==> config.mk <==
export PLATFORM = sky130hd
export DESIGN_NAME = im2col_address_generator_core_flat
export DESIGN_NICKNAME = d
export VERILOG_FILES = /design/src/hw/rtl/im2col_pkg.sv /design/src/hw/rtl/im2col_ifs.sv /design/src/hw/rtl/im2col_divider.sv /design/src/hw/rtl/im2col_address_generator_core.sv /design/src/flat_wrapper.sv
export SDC_FILE = /design/constraint.sdc
export NUM_CORES = 2
export LEC_CHECK = 0
export ABC_AREA = 0
export BUFFER_PORTS_ARGS = -buffer_cell sky130_fd_sc_hd__buf_4
export CAP_MARGIN = 20
export CORE_MARGIN = 2
export CORE_UTILIZATION = 55
export DETAILED_ROUTE_END_ITERATION = 10
export PLACE_DENSITY = 0.72
export SYNTH_ARGS = -nofsm -noshare
export SYNTH_HDL_FRONTEND = slang
export SYNTH_SLANG_ARGS = --single-unit
==> constraint.sdc <==
create_clock -name clock -period 7.9 [get_ports clock]
set_input_delay 0.395 -clock clock [delete_from_list [all_inputs] [get_ports clock]]
set_output_delay 0.395 -clock clock [all_outputs]
set_load 0.02 [all_outputs]
==> src/hw/rtl/im2col_pkg.sv <==
package im2col_pkg;

   // Field widths of the two channels.
   localparam int COL_ROW_W = 18;
   localparam int OUT_POS_W = 10;
   localparam int ADDR_W    = 30;

   // Configuration register widths.
   localparam int DIM_W     = 11;
   localparam int KDIM_W    = 5;
   localparam int STEP_W    = 4;
   localparam int PAD_W     = 4;

   // Configuration port geometry.
   localparam int CSR_DATA_W  = 32;
   localparam int CSR_ADDR_W  = 5;
   localparam int CSR_INDEX_W = 3;

   // Register indexes.
   localparam logic [CSR_INDEX_W-1:0] REG_IN_HEIGHT = 3'd0;
   localparam logic [CSR_INDEX_W-1:0] REG_IN_WIDTH  = 3'd1;
   localparam logic [CSR_INDEX_W-1:0] REG_KER_ROWS  = 3'd2;
   localparam logic [CSR_INDEX_W-1:0] REG_KER_COLS  = 3'd3;
   localparam logic [CSR_INDEX_W-1:0] REG_STEP_ROWS = 3'd4;
   localparam logic [CSR_INDEX_W-1:0] REG_STEP_COLS = 3'd5;
   localparam logic [CSR_INDEX_W-1:0] REG_PAD_H     = 3'd6;
   localparam logic [CSR_INDEX_W-1:0] REG_PAD_W     = 3'd7;

   // Register reset values.
   localparam logic [DIM_W-1:0]  RST_IN_HEIGHT = 11'd1;
   localparam logic [DIM_W-1:0]  RST_IN_WIDTH  = 11'd1;
   localparam logic [KDIM_W-1:0] RST_KER_ROWS  = 5'd3;
   localparam logic [KDIM_W-1:0] RST_KER_COLS  = 5'd3;
   localparam logic [STEP_W-1:0] RST_STEP_ROWS = 4'd1;
   localparam logic [STEP_W-1:0] RST_STEP_COLS = 4'd1;
   localparam logic [PAD_W-1:0]  RST_PAD_H     = 4'd0;
   localparam logic [PAD_W-1:0]  RST_PAD_W     = 4'd0;

   // Pipelined divider: quotient bits resolved per stage, and stage count.
   localparam int DIV_STEPS  = 3;
   localparam int DIV_STAGES = COL_ROW_W / DIV_STEPS;

   // Partial state of a restoring division. The work word shifts dividend
   // bits out at the top and quotient bits in at the bottom.
   typedef struct packed {
      logic [KDIM_W-1:0]    rem;
      logic [COL_ROW_W-1:0] work;
   } div_state_type;

   // Resolves DIV_STEPS quotient bits of a restoring division.
   function automatic div_state_type div_steps(div_state_type s, logic [KDIM_W-1:0] dvs);
      div_state_type r;
      logic [KDIM_W:0] trial;
      r = s;
      for (int i = 0; i < DIV_STEPS; i++) begin
         trial  = {r.rem, r.work[COL_ROW_W-1]};
         r.work = {r.work[COL_ROW_W-2:0], 1'b0};
         if (trial >= {1'b0, dvs}) begin
            trial     = trial - {1'b0, dvs};
            r.work[0] = 1'b1;
         end
         r.rem = trial[KDIM_W-1:0];
      end
      return r;
   endfunction

endpackage

==> src/hw/rtl/im2col_ifs.sv <==
// Request channel: one column-matrix element position per item.
interface im2col_req_if;
   logic                                valid;
   logic                                ready;
   logic [im2col_pkg::COL_ROW_W-1:0]    col_row;
   logic [im2col_pkg::OUT_POS_W-1:0]    out_y;
   logic [im2col_pkg::OUT_POS_W-1:0]    out_x;

   modport source (output valid, output col_row, output out_y, output out_x, input ready);
   modport sink   (input valid, input col_row, input out_y, input out_x, output ready);
endinterface

// Response channel: one source address or padding flag per item.
interface im2col_rsp_if;
   logic                                valid;
   logic                                ready;
   logic [im2col_pkg::ADDR_W-1:0]       src_address;
   logic                                is_pad;

   modport source (output valid, output src_address, output is_pad, input ready);
   modport sink   (input valid, input src_address, input is_pad, output ready);
endinterface

==> src/hw/rtl/im2col_divider.sv <==
// Pipelined restoring divider for an 18-bit dividend and a 5-bit divisor.
// Each stage resolves DIV_STEPS quotient bits. Side data travels with the item.
// A stage takes a new item when it is empty or its content moves on.
module im2col_divider #(
   parameter int SIDE_W = 1
) (
   input  logic                               clock,
   input  logic                               reset,
   input  logic                               in_valid,
   output logic                               in_ready,
   input  logic [im2col_pkg::COL_ROW_W-1:0]   in_dividend,
   input  logic [im2col_pkg::KDIM_W-1:0]      in_divisor,
   input  logic [SIDE_W-1:0]                  in_side,
   output logic                               out_valid,
   input  logic                               out_ready,
   output logic [im2col_pkg::COL_ROW_W-1:0]   out_quotient,
   output logic [im2col_pkg::KDIM_W-1:0]      out_remainder,
   output logic [SIDE_W-1:0]                  out_side
);

   localparam int LAST = im2col_pkg::DIV_STAGES - 1;

   im2col_pkg::div_state_type          state_ff [im2col_pkg::DIV_STAGES];
   im2col_pkg::div_state_type          state_in [im2col_pkg::DIV_STAGES];
   logic [im2col_pkg::KDIM_W-1:0]      dvs_ff   [im2col_pkg::DIV_STAGES];
   logic [im2col_pkg::KDIM_W-1:0]      dvs_in   [im2col_pkg::DIV_STAGES];
   logic [SIDE_W-1:0]                  side_ff  [im2col_pkg::DIV_STAGES];
   logic [SIDE_W-1:0]                  side_in  [im2col_pkg::DIV_STAGES];
   logic [im2col_pkg::DIV_STAGES-1:0]  v_ff;
   logic [im2col_pkg::DIV_STAGES-1:0]  v_in;
   logic [im2col_pkg::DIV_STAGES-1:0]  en;

   for (genvar s = 0; s < im2col_pkg::DIV_STAGES; s++) begin : g_stage
      // Stage source: the channel input for the first stage, else the prior stage.
      if (s == 0) begin : g_first
         im2col_pkg::div_state_type start;
         always_comb begin
            start.rem  = '0;
            start.work = in_dividend;
            v_in[s]     = in_valid;
            dvs_in[s]   = in_divisor;
            side_in[s]  = in_side;
            state_in[s] = im2col_pkg::div_steps(start, in_divisor);
         end
      end else begin : g_next
         always_comb begin
            v_in[s]     = v_ff[s-1];
            dvs_in[s]   = dvs_ff[s-1];
            side_in[s]  = side_ff[s-1];
            state_in[s] = im2col_pkg::div_steps(state_ff[s-1], dvs_ff[s-1]);
         end
      end

      // A stage may load when it is empty or its item moves on.
      if (s == LAST) begin : g_en_last
         assign en[s] = !v_ff[s] || out_ready;
      end else begin : g_en_mid
         assign en[s] = !v_ff[s] || en[s+1];
      end

      always_ff @(posedge clock) begin
         if (reset) begin
            v_ff[s] <= 1'b0;
         end else if (en[s]) begin
            v_ff[s] <= v_in[s];
         end
      end

      always_ff @(posedge clock) begin
         if (en[s]) begin
            state_ff[s] <= state_in[s];
            dvs_ff[s]   <= dvs_in[s];
            side_ff[s]  <= side_in[s];
         end
      end
   end

   assign in_ready      = en[0];
   assign out_valid     = v_ff[LAST];
   assign out_quotient  = state_ff[LAST].work;
   assign out_remainder = state_ff[LAST].rem;
   assign out_side      = side_ff[LAST];

endmodule

==> src/hw/rtl/im2col_address_generator_core.sv <==
// Channel  | Direction | Handshake     | Payload
// req      | in        | valid/ready   | col_row[17:0], out_y[9:0], out_x[9:0]
// rsp      | out       | valid/ready   | src_address[29:0], is_pad
// csr      | in        | APB write/read| 8 registers at byte address 4*i, 32-bit data
//
// One item enters per cycle unless the pipeline is full behind a stall on
// rsp, and it passes through seventeen register stages: two six-stage divider
// pipelines split col_row into kx, ky and channel, then five stages form the
// sample position, the two address products and the output register. Reset is
// synchronous and clears the valid bits and the configuration registers to
// their defaults. Every stage moves on when it is empty or the next stage
// takes its item, so a stall on rsp fills bubbles before req stalls.
module im2col_address_generator_core #(
   parameter int MAX_CHANNELS = 1024,
   parameter int DIL_ROWS     = 1,
   parameter int DIL_COLS     = 1
) (
   input  logic                                 clock,
   input  logic                                 reset,
   im2col_req_if.sink                           req,
   im2col_rsp_if.source                         rsp,
   input  logic                                 psel,
   input  logic                                 penable,
   input  logic                                 pwrite,
   input  logic [im2col_pkg::CSR_ADDR_W-1:0]    paddr,
   input  logic [im2col_pkg::CSR_DATA_W-1:0]    pwdata,
   output logic [im2col_pkg::CSR_DATA_W-1:0]    prdata,
   output logic                                 pready
);

   localparam int CHAN_W  = (MAX_CHANNELS > 1) ? $clog2(MAX_CHANNELS) : 1;
   localparam int POS_MAX_H = (2**im2col_pkg::KDIM_W - 1) * DIL_ROWS
                            + (2**im2col_pkg::OUT_POS_W - 1) * (2**im2col_pkg::STEP_W - 1);
   localparam int POS_MAX_W = (2**im2col_pkg::KDIM_W - 1) * DIL_COLS
                            + (2**im2col_pkg::OUT_POS_W - 1) * (2**im2col_pkg::STEP_W - 1);
   localparam int POS_MAX = (POS_MAX_H > POS_MAX_W) ? POS_MAX_H : POS_MAX_W;
   localparam int POS_W   = $clog2(POS_MAX + 1);
   localparam int PROD_W  = im2col_pkg::DIM_W + CHAN_W;
   localparam int QW      = im2col_pkg::COL_ROW_W + 1;
   localparam int POS2_W  = 2 * im2col_pkg::OUT_POS_W;
   localparam int SIDE2_W = im2col_pkg::KDIM_W + POS2_W;

   // ---------------------------------------------------------------------
   // Configuration registers.
   // ---------------------------------------------------------------------
   logic [im2col_pkg::DIM_W-1:0]      in_height_ff, in_width_ff;
   logic [im2col_pkg::KDIM_W-1:0]     ker_rows_ff, ker_cols_ff;
   logic [im2col_pkg::STEP_W-1:0]     step_rows_ff, step_cols_ff;
   logic [im2col_pkg::PAD_W-1:0]      pad_h_ff, pad_w_ff;
   logic [im2col_pkg::CSR_INDEX_W-1:0] csr_index;
   logic                              csr_write;

   assign csr_index = paddr[im2col_pkg::CSR_ADDR_W-1:2];
   assign csr_write = psel && penable && pwrite;
   assign pready    = 1'b1;

   always_ff @(posedge clock) begin
      if (reset) begin
         in_height_ff <= im2col_pkg::RST_IN_HEIGHT;
         in_width_ff  <= im2col_pkg::RST_IN_WIDTH;
         ker_rows_ff  <= im2col_pkg::RST_KER_ROWS;
         ker_cols_ff  <= im2col_pkg::RST_KER_COLS;
         step_rows_ff <= im2col_pkg::RST_STEP_ROWS;
         step_cols_ff <= im2col_pkg::RST_STEP_COLS;
         pad_h_ff     <= im2col_pkg::RST_PAD_H;
         pad_w_ff     <= im2col_pkg::RST_PAD_W;
      end else if (csr_write) begin
         case (csr_index)
            im2col_pkg::REG_IN_HEIGHT: in_height_ff <= pwdata[im2col_pkg::DIM_W-1:0];
            im2col_pkg::REG_IN_WIDTH:  in_width_ff  <= pwdata[im2col_pkg::DIM_W-1:0];
            im2col_pkg::REG_KER_ROWS:  ker_rows_ff  <= pwdata[im2col_pkg::KDIM_W-1:0];
            im2col_pkg::REG_KER_COLS:  ker_cols_ff  <= pwdata[im2col_pkg::KDIM_W-1:0];
            im2col_pkg::REG_STEP_ROWS: step_rows_ff <= pwdata[im2col_pkg::STEP_W-1:0];
            im2col_pkg::REG_STEP_COLS: step_cols_ff <= pwdata[im2col_pkg::STEP_W-1:0];
            im2col_pkg::REG_PAD_H:     pad_h_ff     <= pwdata[im2col_pkg::PAD_W-1:0];
            im2col_pkg::REG_PAD_W:     pad_w_ff     <= pwdata[im2col_pkg::PAD_W-1:0];
            default: ;
         endcase
      end
   end

   // Register readback.
   always_comb begin
      case (csr_index)
         im2col_pkg::REG_IN_HEIGHT: prdata = im2col_pkg::CSR_DATA_W'(in_height_ff);
         im2col_pkg::REG_IN_WIDTH:  prdata = im2col_pkg::CSR_DATA_W'(in_width_ff);
         im2col_pkg::REG_KER_ROWS:  prdata = im2col_pkg::CSR_DATA_W'(ker_rows_ff);
         im2col_pkg::REG_KER_COLS:  prdata = im2col_pkg::CSR_DATA_W'(ker_cols_ff);
         im2col_pkg::REG_STEP_ROWS: prdata = im2col_pkg::CSR_DATA_W'(step_rows_ff);
         im2col_pkg::REG_STEP_COLS: prdata = im2col_pkg::CSR_DATA_W'(step_cols_ff);
         im2col_pkg::REG_PAD_H:     prdata = im2col_pkg::CSR_DATA_W'(pad_h_ff);
         im2col_pkg::REG_PAD_W:     prdata = im2col_pkg::CSR_DATA_W'(pad_w_ff);
         default:                   prdata = '0;
      endcase
   end

   // A kernel size of zero counts as one.
   logic [im2col_pkg::KDIM_W-1:0] kw_eff, kh_eff;
   assign kw_eff = (ker_cols_ff == '0) ? im2col_pkg::KDIM_W'(1) : ker_cols_ff;
   assign kh_eff = (ker_rows_ff == '0) ? im2col_pkg::KDIM_W'(1) : ker_rows_ff;

   // ---------------------------------------------------------------------
   // Divider pipelines: kx and t from col_row, then ky and channel from t.
   // ---------------------------------------------------------------------
   logic                                 d1_valid, d1_ready;
   logic [im2col_pkg::COL_ROW_W-1:0]     d1_quot;
   logic [im2col_pkg::KDIM_W-1:0]        d1_rem;
   logic [POS2_W-1:0]                    d1_side;
   logic                                 d2_valid, d2_ready;
   logic [im2col_pkg::COL_ROW_W-1:0]     d2_quot;
   logic [im2col_pkg::KDIM_W-1:0]        d2_rem;
   logic [SIDE2_W-1:0]                   d2_side;

   im2col_divider #(.SIDE_W(POS2_W)) u_div_kw (
      .clock         (clock),
      .reset         (reset),
      .in_valid      (req.valid),
      .in_ready      (req.ready),
      .in_dividend   (req.col_row),
      .in_divisor    (kw_eff),
      .in_side       ({req.out_y, req.out_x}),
      .out_valid     (d1_valid),
      .out_ready     (d1_ready),
      .out_quotient  (d1_quot),
      .out_remainder (d1_rem),
      .out_side      (d1_side)
   );

   im2col_divider #(.SIDE_W(SIDE2_W)) u_div_kh (
      .clock         (clock),
      .reset         (reset),
      .in_valid      (d1_valid),
      .in_ready      (d1_ready),
      .in_dividend   (d1_quot),
      .in_divisor    (kh_eff),
      .in_side       ({d1_rem, d1_side}),
      .out_valid     (d2_valid),
      .out_ready     (d2_ready),
      .out_quotient  (d2_quot),
      .out_remainder (d2_rem),
      .out_side      (d2_side)
   );

   // ---------------------------------------------------------------------
   // Stage enables: each stage loads when empty or when its item moves on.
   // ---------------------------------------------------------------------
   logic c_v_ff, d_v_ff, e_v_ff, f_v_ff, g_v_ff;
   logic c_en, d_en, e_en, f_en, g_en;

   assign g_en     = !g_v_ff || rsp.ready;
   assign f_en     = !f_v_ff || g_en;
   assign e_en     = !e_v_ff || f_en;
   assign d_en     = !d_v_ff || e_en;
   assign c_en     = !c_v_ff || d_en;
   assign d2_ready = c_en;

   always_ff @(posedge clock) begin
      if (reset) begin
         c_v_ff <= 1'b0;
         d_v_ff <= 1'b0;
         e_v_ff <= 1'b0;
         f_v_ff <= 1'b0;
         g_v_ff <= 1'b0;
      end else begin
         if (c_en) begin
            c_v_ff <= d2_valid;
         end
         if (d_en) begin
            d_v_ff <= c_v_ff;
         end
         if (e_en) begin
            e_v_ff <= d_v_ff;
         end
         if (f_en) begin
            f_v_ff <= e_v_ff;
         end
         if (g_en) begin
            g_v_ff <= f_v_ff;
         end
      end
   end

   // ---------------------------------------------------------------------
   // Stage C: sample row and column, and the bounds checks.
   // ---------------------------------------------------------------------
   logic [im2col_pkg::KDIM_W-1:0]    kx, ky;
   logic [im2col_pkg::OUT_POS_W-1:0] oy, ox;
   logic [POS_W-1:0]                 row_pos, col_pos, row_rel, col_rel;
   logic                             row_ok, col_ok, chan_ok;
   logic [im2col_pkg::DIM_W-1:0]     c_row_ff, c_col_ff;
   logic [CHAN_W-1:0]                c_chan_ff;
   logic                             c_pad_ff;

   assign ky = d2_rem;
   assign {kx, oy, ox} = d2_side;

   always_comb begin
      row_pos = POS_W'(ky) * POS_W'(DIL_ROWS) + POS_W'(oy) * POS_W'(step_rows_ff);
      col_pos = POS_W'(kx) * POS_W'(DIL_COLS) + POS_W'(ox) * POS_W'(step_cols_ff);
      row_rel = row_pos - POS_W'(pad_h_ff);
      col_rel = col_pos - POS_W'(pad_w_ff);
      row_ok  = (row_pos >= POS_W'(pad_h_ff)) && (row_rel < POS_W'(in_height_ff));
      col_ok  = (col_pos >= POS_W'(pad_w_ff)) && (col_rel < POS_W'(in_width_ff));
      chan_ok = QW'(d2_quot) < QW'(MAX_CHANNELS);
   end

   always_ff @(posedge clock) begin
      if (c_en) begin
         c_row_ff  <= row_rel[im2col_pkg::DIM_W-1:0];
         c_col_ff  <= col_rel[im2col_pkg::DIM_W-1:0];
         c_chan_ff <= d2_quot[CHAN_W-1:0];
         c_pad_ff  <= !(row_ok && col_ok && chan_ok);
      end
   end

   // ---------------------------------------------------------------------
   // Stage D: image height times channel.
   // ---------------------------------------------------------------------
   logic [PROD_W-1:0]              d_prod_ff;
   logic [im2col_pkg::DIM_W-1:0]   d_row_ff, d_col_ff;
   logic                           d_pad_ff;

   always_ff @(posedge clock) begin
      if (d_en) begin
         d_prod_ff <= PROD_W'(in_height_ff) * PROD_W'(c_chan_ff);
         d_row_ff  <= c_row_ff;
         d_col_ff  <= c_col_ff;
         d_pad_ff  <= c_pad_ff;
      end
   end

   // ---------------------------------------------------------------------
   // Stage E: add the row to get the row index within the whole volume.
   // ---------------------------------------------------------------------
   logic [im2col_pkg::ADDR_W-1:0]  e_sum_ff;
   logic [im2col_pkg::DIM_W-1:0]   e_col_ff;
   logic                           e_pad_ff;

   always_ff @(posedge clock) begin
      if (e_en) begin
         e_sum_ff <= im2col_pkg::ADDR_W'(d_prod_ff) + im2col_pkg::ADDR_W'(d_row_ff);
         e_col_ff <= d_col_ff;
         e_pad_ff <= d_pad_ff;
      end
   end

   // ---------------------------------------------------------------------
   // Stage F: scale by the image width, kept to the address width.
   // ---------------------------------------------------------------------
   logic [im2col_pkg::ADDR_W-1:0]  f_prod_ff;
   logic [im2col_pkg::DIM_W-1:0]   f_col_ff;
   logic                           f_pad_ff;

   always_ff @(posedge clock) begin
      if (f_en) begin
         f_prod_ff <= im2col_pkg::ADDR_W'(in_width_ff) * e_sum_ff;
         f_col_ff  <= e_col_ff;
         f_pad_ff  <= e_pad_ff;
      end
   end

   // ---------------------------------------------------------------------
   // Stage G: output register; a padding item carries address zero.
   // ---------------------------------------------------------------------
   logic [im2col_pkg::ADDR_W-1:0]  g_addr_ff;
   logic                           g_pad_ff;

   always_ff @(posedge clock) begin
      if (g_en) begin
         g_addr_ff <= f_pad_ff ? '0 : f_prod_ff + im2col_pkg::ADDR_W'(f_col_ff);
         g_pad_ff  <= f_pad_ff;
      end
   end

   assign rsp.valid       = g_v_ff;
   assign rsp.src_address = g_addr_ff;
   assign rsp.is_pad      = g_pad_ff;

   // ---------------------------------------------------------------------
   // Assertions.
   // ---------------------------------------------------------------------
   // A padding result never carries an address.
   a_pad_zero: assert property (@(posedge clock) disable iff (reset)
      rsp.valid && rsp.is_pad |-> rsp.src_address == '0)
      else $error("padding item with nonzero address");

   // The request side stalls only when the output is held by the sink.
   a_stall_source: assert property (@(posedge clock) disable iff (reset)
      !req.ready |-> rsp.valid && !rsp.ready)
      else $error("request stalled while output free");

   // An in-bounds item in stage C has a row and a column inside the image.
   a_row_bound: assert property (@(posedge clock) disable iff (reset)
      c_v_ff && !c_pad_ff |-> c_row_ff < in_height_ff && c_col_ff < in_width_ff)
      else $error("in-bounds item with position outside image");

   // Reset leaves no result on the output.
   a_reset_empty: assert property (@(posedge clock)
      $past(reset) |-> !rsp.valid)
      else $error("result present right after reset");

endmodule
==> src/flat_wrapper.sv <==
// flat-port wrapper written by rule: the top's interface ports become plain ports
module im2col_address_generator_core_flat 
#(
   parameter int MAX_CHANNELS = 1024,
   parameter int DIL_ROWS     = 1,
   parameter int DIL_COLS     = 1
)
  (clock, reset, psel, penable, pwrite, paddr, pwdata, prdata, pready, req_valid, req_col_row, req_out_y, req_out_x, req_ready, rsp_valid, rsp_src_address, rsp_is_pad, rsp_ready);
  im2col_req_if req_i ();
  im2col_rsp_if rsp_i ();
  input  logic clock;
  input  logic reset;
  input  logic psel;
  input  logic penable;
  input  logic pwrite;
  input  logic [im2col_pkg::CSR_ADDR_W-1:0] paddr;
  input  logic [im2col_pkg::CSR_DATA_W-1:0] pwdata;
  output logic [im2col_pkg::CSR_DATA_W-1:0] prdata;
  output logic pready;
  input wire logic [$bits(req_i.valid)-1:0] req_valid;
  input wire logic [$bits(req_i.col_row)-1:0] req_col_row;
  input wire logic [$bits(req_i.out_y)-1:0] req_out_y;
  input wire logic [$bits(req_i.out_x)-1:0] req_out_x;
  output wire logic [$bits(req_i.ready)-1:0] req_ready;
  output wire logic [$bits(rsp_i.valid)-1:0] rsp_valid;
  output wire logic [$bits(rsp_i.src_address)-1:0] rsp_src_address;
  output wire logic [$bits(rsp_i.is_pad)-1:0] rsp_is_pad;
  input wire logic [$bits(rsp_i.ready)-1:0] rsp_ready;
  assign req_i.valid = req_valid;
  assign req_i.col_row = req_col_row;
  assign req_i.out_y = req_out_y;
  assign req_i.out_x = req_out_x;
  assign req_ready = req_i.ready;
  assign rsp_valid = rsp_i.valid;
  assign rsp_src_address = rsp_i.src_address;
  assign rsp_is_pad = rsp_i.is_pad;
  assign rsp_i.ready = rsp_ready;
  im2col_address_generator_core #(.MAX_CHANNELS(MAX_CHANNELS), .DIL_ROWS(DIL_ROWS), .DIL_COLS(DIL_COLS)) u_core (.clock(clock), .reset(reset), .req(req_i), .rsp(rsp_i), .psel(psel), .penable(penable), .pwrite(pwrite), .paddr(paddr), .pwdata(pwdata), .prdata(prdata), .pready(pready));
endmodule
==> results.md <==
- Initial DRC count: between 1500 and 2000
- R2r worst-path depth: 17
- Root buf cell: clkbuf_16
- Initial antenna violation count: 4
- Leak: between 0.02 and 0.025 µW
- CTS Sinks: 845
- CP max stage delay: between 0.9 and 1 ns
- Final Critical Period: about 6.6 ns
- Post-Syn Area: 0.0505 mm²
- Arrival time worst endpoint: 7.01 ns
- Critical path endpoint category: register
- Final Cell Area: around 0.056 mm²
- Number of port buffers: just over 100
- TritonCTS clock tree: built
- Rel. slew slack: between 20% and 30%
- Critical path class: register to register
- Worst hold path depth: 3
- Max VDD drop: between 0.3 and 0.4 mV
- Mux contribution to synthesized area: 3.12%
- Reg area: 0.0247 mm²
- Final setup TNS: 0 ns
- Setup violators final: 0
- Core footprint: 0.0914 mm²
- CP Launch Type: register
- Power per cell area: about 340 mW/mm²
- Async SR Flop Fraction: 0%
- Total I/O pin count: 148
- RePlAce Congestion: ~0.94
- Worst Skew: 0.0664 ns
- Adder-cell share of the synthesized area: 22.6%
- Worst slew pin tran: 1.08 ns
- Synth Area in Compound Gates: approximately 6.7%
- Drt drc: 0
- Post-synth EDFFs: 780
- Crit path max-delay cell type: dfxtp_1
- Post-DP HPWL: 72.1 mm
- CP Data Required Time: between 8 and 9 ns
- Post-DP Area: about 0.052 mm²
- Register area share after synthesis: 48.9%
- Layout fillers: around 7000
- Post-DR wirelength/cell: 17.7 µm
- TritonCTS Buffers: 86
- Family with the most delay on the worst path: adder cells
- RSZ-0062 raised after global routing: no
- Cell chain of the critical path: nand2_1 -> fa_1 -> fa_1 -> inv_1 -> fa_1 -> fa_1 -> fa_1 -> ha_1 -> a21oi_1 -> nor2_1 -> a211oi_1 -> o21ai_1 -> a2111oi_2 -> nor3_1 -> or3_1 -> o31a_1 -> xnor2_1
- Post-DRT Antenna Nets: 0
- Area grow syn2layout: 10.4%
- Mapped Avg Cell Area: 12.2 µm²
- Clk slew on worst S/H paths: roughly 0.060 ns
- Period utilization: between 80% and 90%
- Area of the multi-input gates: 0.0234 mm²
- FF-to-FF End: u_core.f_prod_ff[29]
- Vias/cell: between 5 and 6
- Die Width: slightly above 300 µm
- Overall Global Routing Usage: between 20% and 30%
- Vias in the first global route: 31300
- CP bufs+invs: 1
- Ys flop type: edfxtp_1
- Fin nets: between 5000 and 6000
- Largest family of logic cells by synthesized area: adder cells
- Synth Area in Simple Gates: about a tenth
- Share of cells above drive strength 1: under 10%
- Via Count: around 30000
- Max Cap Viol: 0
- CTS H-tree lvls: 3
- Xor/xnor share of the synthesized area: under 10%
- Cells after Synth: slightly above 4000
- HP Start: req_col_row[15]
- R2R setup slack: ~1.3 ns
- First-pass GRT wire length: 159 mm
- Fin. max-slew vios: 0
- Largest fanout on the critical path: 18
- Clock Path Buffers: 3
- Synth warn: 0
- Reg-to-Reg Start: u_core.in_width_ff[4]
- #FFs+latches synth: 845
- Fmax: about 0.15 GHz
- Largest net degree at the start of global routing: between 60 and 70
- Row count: ~110
- Worst Hold Class: input pin to register
- CP dominant cell by count: fa_1
- Hold Crit Endpoint: u_core.u_div_kw.state_ff[0][18]
- Die ar.: between 0.09 and 0.1 mm²
- Synth cell types: 85
- Status: complete, no violations
- Overflow after GRT: 0
- 1st-pass router iterations: 5
- WL final: 97.7 mm
- Hold violation count in the final report: 0
- Skew-Pair Late Insertion Delay: roughly 0.69 ns
- Initial Util: between 50% and 60%
- Die Y: approximately 310 µm
-- cell families (layout without fill, tap and decap cells) --
group | Yosys count | count (layout)
AOI/OAI and AO/OA | 518 | 518
xor gates and xnor gates | 207 | 207
adders and majority gates | 716 | 716
buffers and inverters | 637 | 823
DFF | 845 | 845
muxes | 146 | 146
other | 2 | 23
and+or+nand+nor | 1068 | 1068
-- where the power goes --
part / total (µW) / leakage [µW] / switching [µW] / internal (µW)
clock network: 4010 / 0.00136 / 1750 / 2260
registers: 6830 / 0.00869 / 524 / 6310
logic: 8000 / 0.0139 / 4150 / 3840
-- flip-flops by register name (all words and copies together) (netlist names), 10 cells and up --
| signal | cells |
|---|---|
| u_core.c_col_ff | 11 |
| u_core.c_row_ff | 11 |
| u_core.d_row_ff | 11 |
| u_core.u_div_kw.state_ff | 138 |
| u_core.u_div_kh.state_ff | 138 |
| u_core.d_col_ff | 11 |
| u_core.e_col_ff | 11 |
| u_core.c_chan_ff | 10 |
| u_core.u_div_kh.dvs_ff | 25 |
| u_core.rsp.src_address | 30 |
| u_core.e_sum_ff | 22 |
| u_core.f_col_ff | 11 |
| u_core.u_div_kw.side_ff | 120 |
| u_core.f_prod_ff | 30 |
| u_core.u_div_kw.dvs_ff | 25 |
| u_core.d_prod_ff | 21 |
| u_core.u_div_kh.side_ff | 150 |
| u_core.in_height_ff | 11 |
| u_core.in_width_ff | 11 |
-- worst register-to-register path, cell delays in order, from the launching register on --
cell       delay (ns)
dfxtp_1          0.96
nand2_1          0.20
fa_1             0.55
fa_1             0.52
inv_1            0.06
fa_1             0.48
fa_1             0.53
fa_1             0.52
ha_1             0.40
a21oi_1          0.18
nor2_1           0.06
a211oi_1         0.47
o21ai_1          0.17
a2111oi_2        0.41
nor3_1           0.10
or3_1            0.39
o31a_1           0.26
xnor2_1          0.12
-- metrics by stage --
stage          utilization [%]  setup slack, ns  total power, µW  std cells  hold slack, ns
2_1_floorplan                -             2.04            13200       4159           0.400
5_1_grt                   61.0            0.875            20200       5532          0.0640
3_5_place_dp              57.4             1.39            14800       5328           0.405
6_report                  61.0             1.30            18800       5532          0.0866
3_3_place_gp              57.4             1.48            14600       5328           0.400
4_1_cts                   61.0             1.37            19000       5528          0.0365
-- layer usage --
layer	vias to the layer above	track usage, %	wire (µm)
li1	14500	-	-
met1	14900	25.8	39800
met2	665	38.3	49800
met3	205	3.40	4740
met4	6	7.36	3280
met5	-	0	36
-- synth_stat cells, types with 8 or more instances --
cell type	number	area [µm²]
or3_1	8	50.1
xnor2_1	141	1230
clkbuf_1	114	428
or2_2	13	81.3
nand4_1	32	200
mux2_1	8	90.1
nor2_1	193	724
o211ai_1	19	143
xor2_1	66	578
a21o_1	94	706
a21oi_1	162	811
a211oi_1	23	173
dfxtp_1	65	1300
a211o_1	12	105
nand3b_1	8	60.1
edfxtp_1	780	23400
nor3_1	53	265
ha_1	391	4890
a41o_1	11	110
nand2b_1	32	200
o21ai_0	89	445
nor2b_1	37	231
fa_1	325	6510
a2111oi_0	8	70.1
and3_1	19	119
nand2_1	403	1510
inv_1	492	1850
and2_1	196	1230
buf_4	22	165
a31oi_1	11	68.8
o21a_1	11	82.6
mux2i_1	67	671
mux2_2	69	777
o21ai_1	14	70.1
nand3_1	44	220
-- worst max-delay path by stage --
| stage | startpoint | endpoint | slack, ns | cells after the start |
|---|---|---|---|---|
| finish | u_core.in_width_ff[4] | u_core.f_prod_ff[29] | 1.30 | 17 |
| global route | u_core.u_div_kh.state_ff[4][17] | u_core.u_div_kh.state_ff[5][22] | 0.88 | 23 |
| CTS | u_core.in_width_ff[9] | u_core.f_prod_ff[29] | 1.37 | 17 |
| detailed placement | u_core.in_width_ff[9] | u_core.f_prod_ff[29] | 1.39 | 17 |
| global placement | u_core.in_width_ff[9] | u_core.f_prod_ff[29] | 1.48 | 17 |
| floorplan | u_core.in_width_ff[10] | u_core.f_prod_ff[29] | 2.04 | 18 |
-- layout make-up --
class                   count  area share [%]
diodes                      1         0.00449
clock buffers             105            4.00
clock inverters            52            1.10
inverters                 493            3.32
multi-input cells        2677            42.0
flip-flops and latches    845            44.3
well taps                1186            2.66
repair buffers            173            2.60
-- placed cells by master (no fill, tap or decap), types with 22 or more instances in the layout --
cell type,instances
a211oi_1,23
a21o_1,94
a21oi_1,162
and2_1,196
buf_4,127
clkbuf_16,86
conb_1,22
dfxtp_1,65
dlygate4sd3_1,43
edfxtp_1,780
fa_1,325
ha_1,391
inv_1,489
mux2_2,69
mux2i_1,67
nand2_1,398
nand2b_1,32
nand3_1,42
nand4_1,32
nor2_1,193
nor2b_1,37
nor3_1,53
o21ai_0,89
xnor2_1,141
xor2_1,66
-- what timing repair did --
| action | in CTS | in global routing |
|---|---|---|
| buffers inserted | 0 | 0 |
| hold endpoints to repair | 47 | 0 |
| gates resized for setup | 0 | 0 |
| hold buffers | 43 | 0 |
Note: power is estimated with default switching activity, not from simulation.
